[src/hdl/lpht_pkg.sv]
// Package for the linear-probing hash table: field widths, status and action codes,
// hash constants and the store write-control struct.
// Depends on nothing; every other file of the block imports it.
`default_nettype none

package lpht_pkg;

    // Fixed widths of the request and response words.
    localparam int ACTION_W    = 2;
    localparam int REQ_KEY_W   = 64;
    localparam int REQ_VALUE_W = 64;
    localparam int STATUS_W    = 3;
    localparam int SLOT_OUT_W  = 10;

    // djb2 hash: h = h * 33 + byte, 64-bit wrapping.
    localparam int              HASH_W    = 64;
    localparam logic [63:0]     DJB_SEED  = 64'd5381;
    localparam int              DJB_SHIFT = 5;

    // The slot reduction for a depth that is not a power of two takes this many
    // hash bits per cycle.
    localparam int MOD_DIGIT_W = 4;

    // Request actions. The fourth code is answered as not found and changes nothing.
    localparam logic [ACTION_W-1:0] ACT_SET  = 2'd0;
    localparam logic [ACTION_W-1:0] ACT_GET  = 2'd1;
    localparam logic [ACTION_W-1:0] ACT_DEL  = 2'd2;
    localparam logic [ACTION_W-1:0] ACT_NONE = 2'd3;

    typedef enum logic [STATUS_W-1:0] {
        ST_INSERTED  = 3'd0,
        ST_UPDATED   = 3'd1,
        ST_FOUND     = 3'd2,
        ST_NOT_FOUND = 3'd3,
        ST_DELETED   = 3'd4,
        ST_FULL      = 3'd5,
        ST_ZERO_KEY  = 3'd6
    } t_status;

    typedef struct packed {
        logic key_we;
        logic val_we;
    } t_wr_ctl;

endpackage

`default_nettype wire

[src/hdl/lpht_hash.sv]
// Home-slot unit: djb2 over the key bytes, one byte per cycle, then the hash
// reduced modulo the table depth. Depends on lpht_pkg.
`default_nettype none

module lpht_hash #(
    parameter  int TABLE_DEPTH = 1024,
    parameter  int KEY_BYTES   = 8,
    localparam int KEY_W       = 8 * KEY_BYTES,
    localparam int SLOT_W      = $clog2(TABLE_DEPTH)
) (
    input  wire logic              i_clk,
    input  wire logic              i_rst_n,
    input  wire logic              i_start,
    input  wire logic [KEY_W-1:0]  i_key,
    output logic                   o_done,
    output logic [SLOT_W-1:0]      o_slot
);
    import lpht_pkg::*;

    localparam bit IS_POW2   = (TABLE_DEPTH & (TABLE_DEPTH - 1)) == 0;
    localparam int BC_W      = $clog2(KEY_BYTES + 1);
    localparam int RED_STEPS = HASH_W / MOD_DIGIT_W;
    localparam int RC_W      = $clog2(RED_STEPS);
    localparam int T_W       = SLOT_W + MOD_DIGIT_W;

    typedef enum logic [2:0] {
        H_IDLE = 3'b001,
        H_MIX  = 3'b010,
        H_RED  = 3'b100
    } t_hstate;

    t_hstate           r_state;
    logic [HASH_W-1:0] r_h;
    logic [KEY_W-1:0]  r_ks;
    logic [BC_W-1:0]   r_bcnt;
    logic [SLOT_W-1:0] r_rem;
    logic [RC_W-1:0]   r_rcnt;
    logic              r_done;
    logic [SLOT_W-1:0] r_slot;

    logic [HASH_W-1:0] n_h_mix;
    logic [T_W-1:0]    n_t;
    logic [SLOT_W-1:0] n_rem;

    assign n_h_mix = (r_h << DJB_SHIFT) + r_h + HASH_W'(r_ks[7:0]);

    // Long division one digit at a time: the running remainder stays below the
    // depth, so four conditional subtractions of 8, 4, 2 and 1 times the depth
    // bring the extended remainder back into range.
    always_comb begin
        n_t = {r_rem, r_h[HASH_W-1 -: MOD_DIGIT_W]};
        for (int k = MOD_DIGIT_W - 1; k >= 0; k--) begin
            if (n_t >= (T_W'(TABLE_DEPTH) << k)) begin
                n_t = n_t - (T_W'(TABLE_DEPTH) << k);
            end
        end
        n_rem = n_t[SLOT_W-1:0];
    end

    always_ff @(posedge i_clk) begin
        if (!i_rst_n) begin
            r_state <= H_IDLE;
            r_done  <= 1'b0;
        end else begin
            r_done <= 1'b0;
            unique case (r_state)
                H_IDLE: begin
                    if (i_start) begin
                        r_h     <= DJB_SEED;
                        r_ks    <= i_key;
                        r_bcnt  <= '0;
                        r_state <= H_MIX;
                    end
                end
                H_MIX: begin
                    r_h    <= n_h_mix;
                    r_ks   <= r_ks >> 8;
                    r_bcnt <= r_bcnt + 1'b1;
                    if (r_bcnt == BC_W'(KEY_BYTES - 1)) begin
                        if (IS_POW2) begin
                            r_slot  <= n_h_mix[SLOT_W-1:0];
                            r_done  <= 1'b1;
                            r_state <= H_IDLE;
                        end else begin
                            r_rem   <= '0;
                            r_rcnt  <= '0;
                            r_state <= H_RED;
                        end
                    end
                end
                H_RED: begin
                    r_rem  <= n_rem;
                    r_h    <= r_h << MOD_DIGIT_W;
                    r_rcnt <= r_rcnt + 1'b1;
                    if (r_rcnt == RC_W'(RED_STEPS - 1)) begin
                        r_slot  <= n_rem;
                        r_done  <= 1'b1;
                        r_state <= H_IDLE;
                    end
                end
                default: r_state <= H_IDLE;
            endcase
        end
    end

    assign o_done = r_done;
    assign o_slot = r_slot;

endmodule

`default_nettype wire

[config.mk]
export PLATFORM = sky130hd
export DESIGN_NAME = lpht_hash
export DESIGN_NICKNAME = d
export VERILOG_FILES = /design/src/hdl/lpht_pkg.sv /design/src/hdl/lpht_hash.sv
export SDC_FILE = /design/constraint.sdc
export NUM_CORES = 1
export LEC_CHECK = 0
export ABC_AREA = 1
export BUFFER_PORTS_ARGS = -buffer_cell sky130_fd_sc_hd__buf_2
export CAP_MARGIN = 20
export CORE_ASPECT_RATIO = 1.75
export CORE_UTILIZATION = 60
export DETAILED_ROUTE_END_ITERATION = 8
export PLACE_DENSITY = 0.85
export SYNTH_ARGS = -nofsm -noshare
export SYNTH_HDL_FRONTEND = slang
export SYNTH_SLANG_ARGS = --single-unit
[constraint.sdc]
create_clock -name i_clk -period 8.6 [get_ports i_clk]
set_input_delay 1.29 -clock i_clk [delete_from_list [all_inputs] [get_ports i_clk]]
set_output_delay 1.29 -clock i_clk [all_outputs]
set_load 0.005 [all_outputs]
# == Word level (Yosys, flattened, before mapping) ==
# Index checks and enable logic that the tools add are counted.
# word_totals
reg_bits,160
word_cells,56
out_inout_bits,11
input_bits,67
# op_classes
add_sub_neg,8
n_mux,20
magnitude_cmp,4
n_eq_ne,8
reduce_logical,8
# op_table
op,n
$pmux 64 s3,1
$mux 64,2
$pmux 64 s2,1
$add 64x64->64,1
$add 64x8->64,1
$mux 14,3
$mux 10,3
$pmux 10 s2,1
$ge 14x11->1 const B,1
$ge 14x12->1 const B,1
$ge 14x13->1 const B,1
$ge 14x14->1 const B,1
$sub 14x12->14 const B,1
$sub 14x13->14 const B,1
$sub 14x14->14 const B,1
$sub 10x1->10 const B,1
$mux 3,3
$pmux 3 s3,1
$reduce_and 3->1,3
$add 4x1->4 const B,2
$pmux 4 s2,1
$ne 2x2->1 const B,3
$eq 4x3->1 const B,1
$eq 4x4->1 const B,1
10 further kinds,12

# == Longest topological paths before layout ==
# logic_depth
depth_word,10
mapped_depth,12
ltp_nobuf,12

# == Least setup slack after synthesis ==
# No wires, ideal clock.
# synth_timing
path_type,in2reg
startpoint,in i_start
endpoint,reg r_bcnt[0] (enable)
setup_ps,541
path_buffers,0
cell_stages,2
required_ps,8059
t_arrival_ps,5154
path_slack_ps,2906
cell_sequence,nand2_1 > a21oi_1
# synth_via
elab_chain_len,2
# synth_lines
element,line,rtl
from (decl),lpht_hash.sv:13,"input wire logic i_start,"
$ne 2x2->1 (no line),-,
$reduce_and 3->1 (no line),-,
to (signal assigned),lpht_hash.sv:78,r_bcnt <= r_bcnt + 1'b1;
to (decl),lpht_hash.sv:35,logic [BC_W-1:0] r_bcnt;
# Every way passes these cells.
# A chain may end at the register's enable or synchronous reset.

# == Worst setup path in the final report ==
# layout_timing
startpoint,in i_start
endpoint,reg r_ks[25] (enable)
# layout_via
elab_chain_len,2
# layout_lines
element,line,rtl
$ne 2x2->1 (no line),-,
$reduce_and 3->1 (no line),-,
to (signal assigned),lpht_hash.sv:70,r_ks <= i_key;
to (signal assigned),lpht_hash.sv:77,r_ks <= r_ks >> 8;
to (decl),lpht_hash.sv:34,logic [KEY_W-1:0] r_ks;
# Every way passes these cells.

==> results.ini <==
[routing]
wl_per_cell_um = 13.1
via_count = 3038
wirelength_um = 7770
drc = 0
dr.first_iter.drc_count = 173
postRouteAntennaNets = 0
drtPass1Iterations = 5
avgViaCountPerCell = 5.12

[cells_and_area]
area_growth_pct = 17.7
fillers = 481
fin_area_mm2 = 0.00502
nNetsFinal = 590
final_cell_mix = 206 x nand2_1, 88 x edfxtp_1, 77 x buf_2
drive_gt1_share_pct = 20.0
n_antenna_cell = 0
final_common_cell = nand2_1

[sta]
finalCriticalPeriod_ns = 2.45
finalMaxSlewViolations = 0
skew_ns = 0.00898
setup-tns-final_ns = 0
hold_ws_ns = 0.508
timing.slew.headroom_pct = 34.8
max_slew.worst_pin.slew_ns = 0.977
finalSetupViolations = 0
fmaxAchievable_ghz = 0.408
finalCritPeriodShare_pct = 28.5
finalHoldViolations = 0
rsz0062_at_grt = false

[critical_path]
path_cells = buf_2 -> nand2_1 -> a21oi_4 -> buf_4
max_stage_delay_ns = 0.76
path_buf_inv = 2
critPathKind = primary input to register
cp-end-kind = register
critPathSlowestCell = buf_4
arrival_ns = 2.41
cp_top_family = buffers and inverters
crit_fanout = 78
start_kind = primary input
cp.required_ns = 8.56

[place]
dpl_cell_area_mm2 = 0.00472
dp_hpwl_um = 5370
routabilityCongestion = 0.885
io_buffers = 77

[synth]
avgSynthCellArea_um2 = 10.0
synthTopCellsByArea = edfxtp_1 62%, nand2_1 18%, ha_1 4.4%
yosys_warnings = 0
yosysTopAreaCell = edfxtp_1
async_reset_ff_share_pct = 0
yosysTopAreaCellShare_pct = 62.0
synth.distinct_cells = 28
synthCells = 426
netlist_area_mm2 = 0.00426
ys_seq_area_share_pct = 63.4
dominantRegCellSynth = edfxtp_1
synth_edf_count = 88
ys_ff_latch = 91
synth_nets = 512

[floorplan]
core_mm2 = 0.00686
initial_utilization_pct = 62.2
dieArea_mm2 = 0.00746
placementRows = 40
die_x_um = 65.7
io_pins = 78
die_y_um = 114

[grt]
grt_use_met2_pct = 40.9
busiest_layer = met2
antenna_found_initial = 0
grt_overflow = 0
grt_pass1_vias = 2956
grt_pass1_wl_um = 12300
gr-usage-met1_pct = 23.2
grt_max_degree = 79
grtUsageTotal_pct = 22.5
gr-usage-met3_pct = 5.20

[clocking]
clk_pin_slew_ns = 0.06
numCtsBuffers = 9
hold_buffers = 0
post_cts_resized = 0
cts_tree = yes
clockBufferDepth = 2
cts_num_sinks = 91
htree_levels = 3
clkLatencyLatePin_ns = 0.34
clockRootBuffer = clkbuf_16
cts_setup_buffers = 0

[pwr]
p_seq_share_pct = 52.2
switching_share_pct = 21.7
p_sw_mw = 0.217
power.density_mw_per_mm2 = 199
p_comb_share_pct = 10.6
leakage_nw = 2.35
p_clk_share_pct = 37.3
ir_drop_v = 0.000185
p_int_mw = 0.781
power_mw = 0.999

[run_status]
outcome = completed

[min_path]
min_path_type = register to register

[flow_run]
drv_cap = 0

flip-flops by register name, summed over array words and instances (netlist names):
register	flops
r_h	10
r_state	2
r_bcnt	4
r_ks	64
o_slot	10
o_done	1
worst reg2reg max path, cell delays in order, from the launching register on:
cell and delay [ns]:
edfxtp_1 0.42, ha_1 0.31, ha_1 0.19, inv_1 0.06
fa_1 0.40, inv_1 0.07, nand2_1 0.04, nand2_1 0.10
nand3b_1 0.11, nand2_1 0.08, nand2_1 0.05, nand2_1 0.09
nor2_1 0.04
final timing paths:
path | start | to | slack [ns] | cells after the start
worst max register to register | r_h[1] | r_h[7] | 6.35 | 12
worst max-delay path | i_start | r_ks[25] | 6.15 | 4
worst min register to register | r_ks[24] | r_ks[16] | 0.51 | 2
worst min-delay path | r_ks[24] | r_ks[16] | 0.51 | 2
kinds of logic (layout without fill, tap and decap cells):
logic type	after synthesis	in the layout	share of synthesized area, %
buffers and inverters	56	139	5.37
xor gates and xnor gates	3	3	0.792
adders and majority gates	19	19	6.28
AOI/OAI and AO/OA	8	8	1.09
and+or+nand+nor	249	249	23.1
DFF	91	91	63.4
power by group through the flow:
stage / registers (mW) / logic, mW / clock network (mW)
after CTS: 0.521 / 0.106 / 0.379
after global routing: 0.522 / 0.119 / 0.394
after floorplan: 0.530 / 0.0704 / 0
final: 0.521 / 0.106 / 0.372
after detailed placement: 0.530 / 0.106 / 0
after global placement: 0.529 / 0.100 / 0
per-stage QoR:
| step | util (%) | setup WS [ns] | cells |
|---|---|---|---|
| after global routing | 73.2 | 6.07 | 593 |
| after CTS | 72.9 | 6.18 | 592 |
| after global placement | 68.8 | 5.85 | 576 |
| final | 73.2 | 6.15 | 593 |
| after floorplan | - | 2.91 | 426 |
| after detailed placement | 68.8 | 5.82 | 576 |
per-layer routing:
metal	up-vias	part of all wire (%)
met5	-	0
met1	1393	36
met3	16	5.8
met2	118	56
met4	0	2.6
li1	1511	-
cell usage after synthesis, types with 2 or more instances:
cell and count:
nand2_1 206, edfxtp_1 88, inv_1 41, nor2_1 22, ha_1 15, nand3_1 7
buf_2 6, a21oi_1 5, clkbuf_1 4, fa_1 4, nand3b_1 4, buf_4 3
dfxtp_1 3, nor3_1 3, or2_2 2
cell type report:
class | instances | area, um2 | area share (%)
Timing Repair Buffer | 81 | 428 | 8.53
Clock buffer | 13 | 240 | 4.79
Multi-Input combinational cell | 279 | 1340 | 26.8
Tap cell | 84 | 105 | 2.09
Sequential cell | 91 | 2700 | 53.9
Clock inverter | 3 | 40.0 | 0.798
Inverter | 42 | 158 | 3.14
Power figures use the tool's default switching activity.
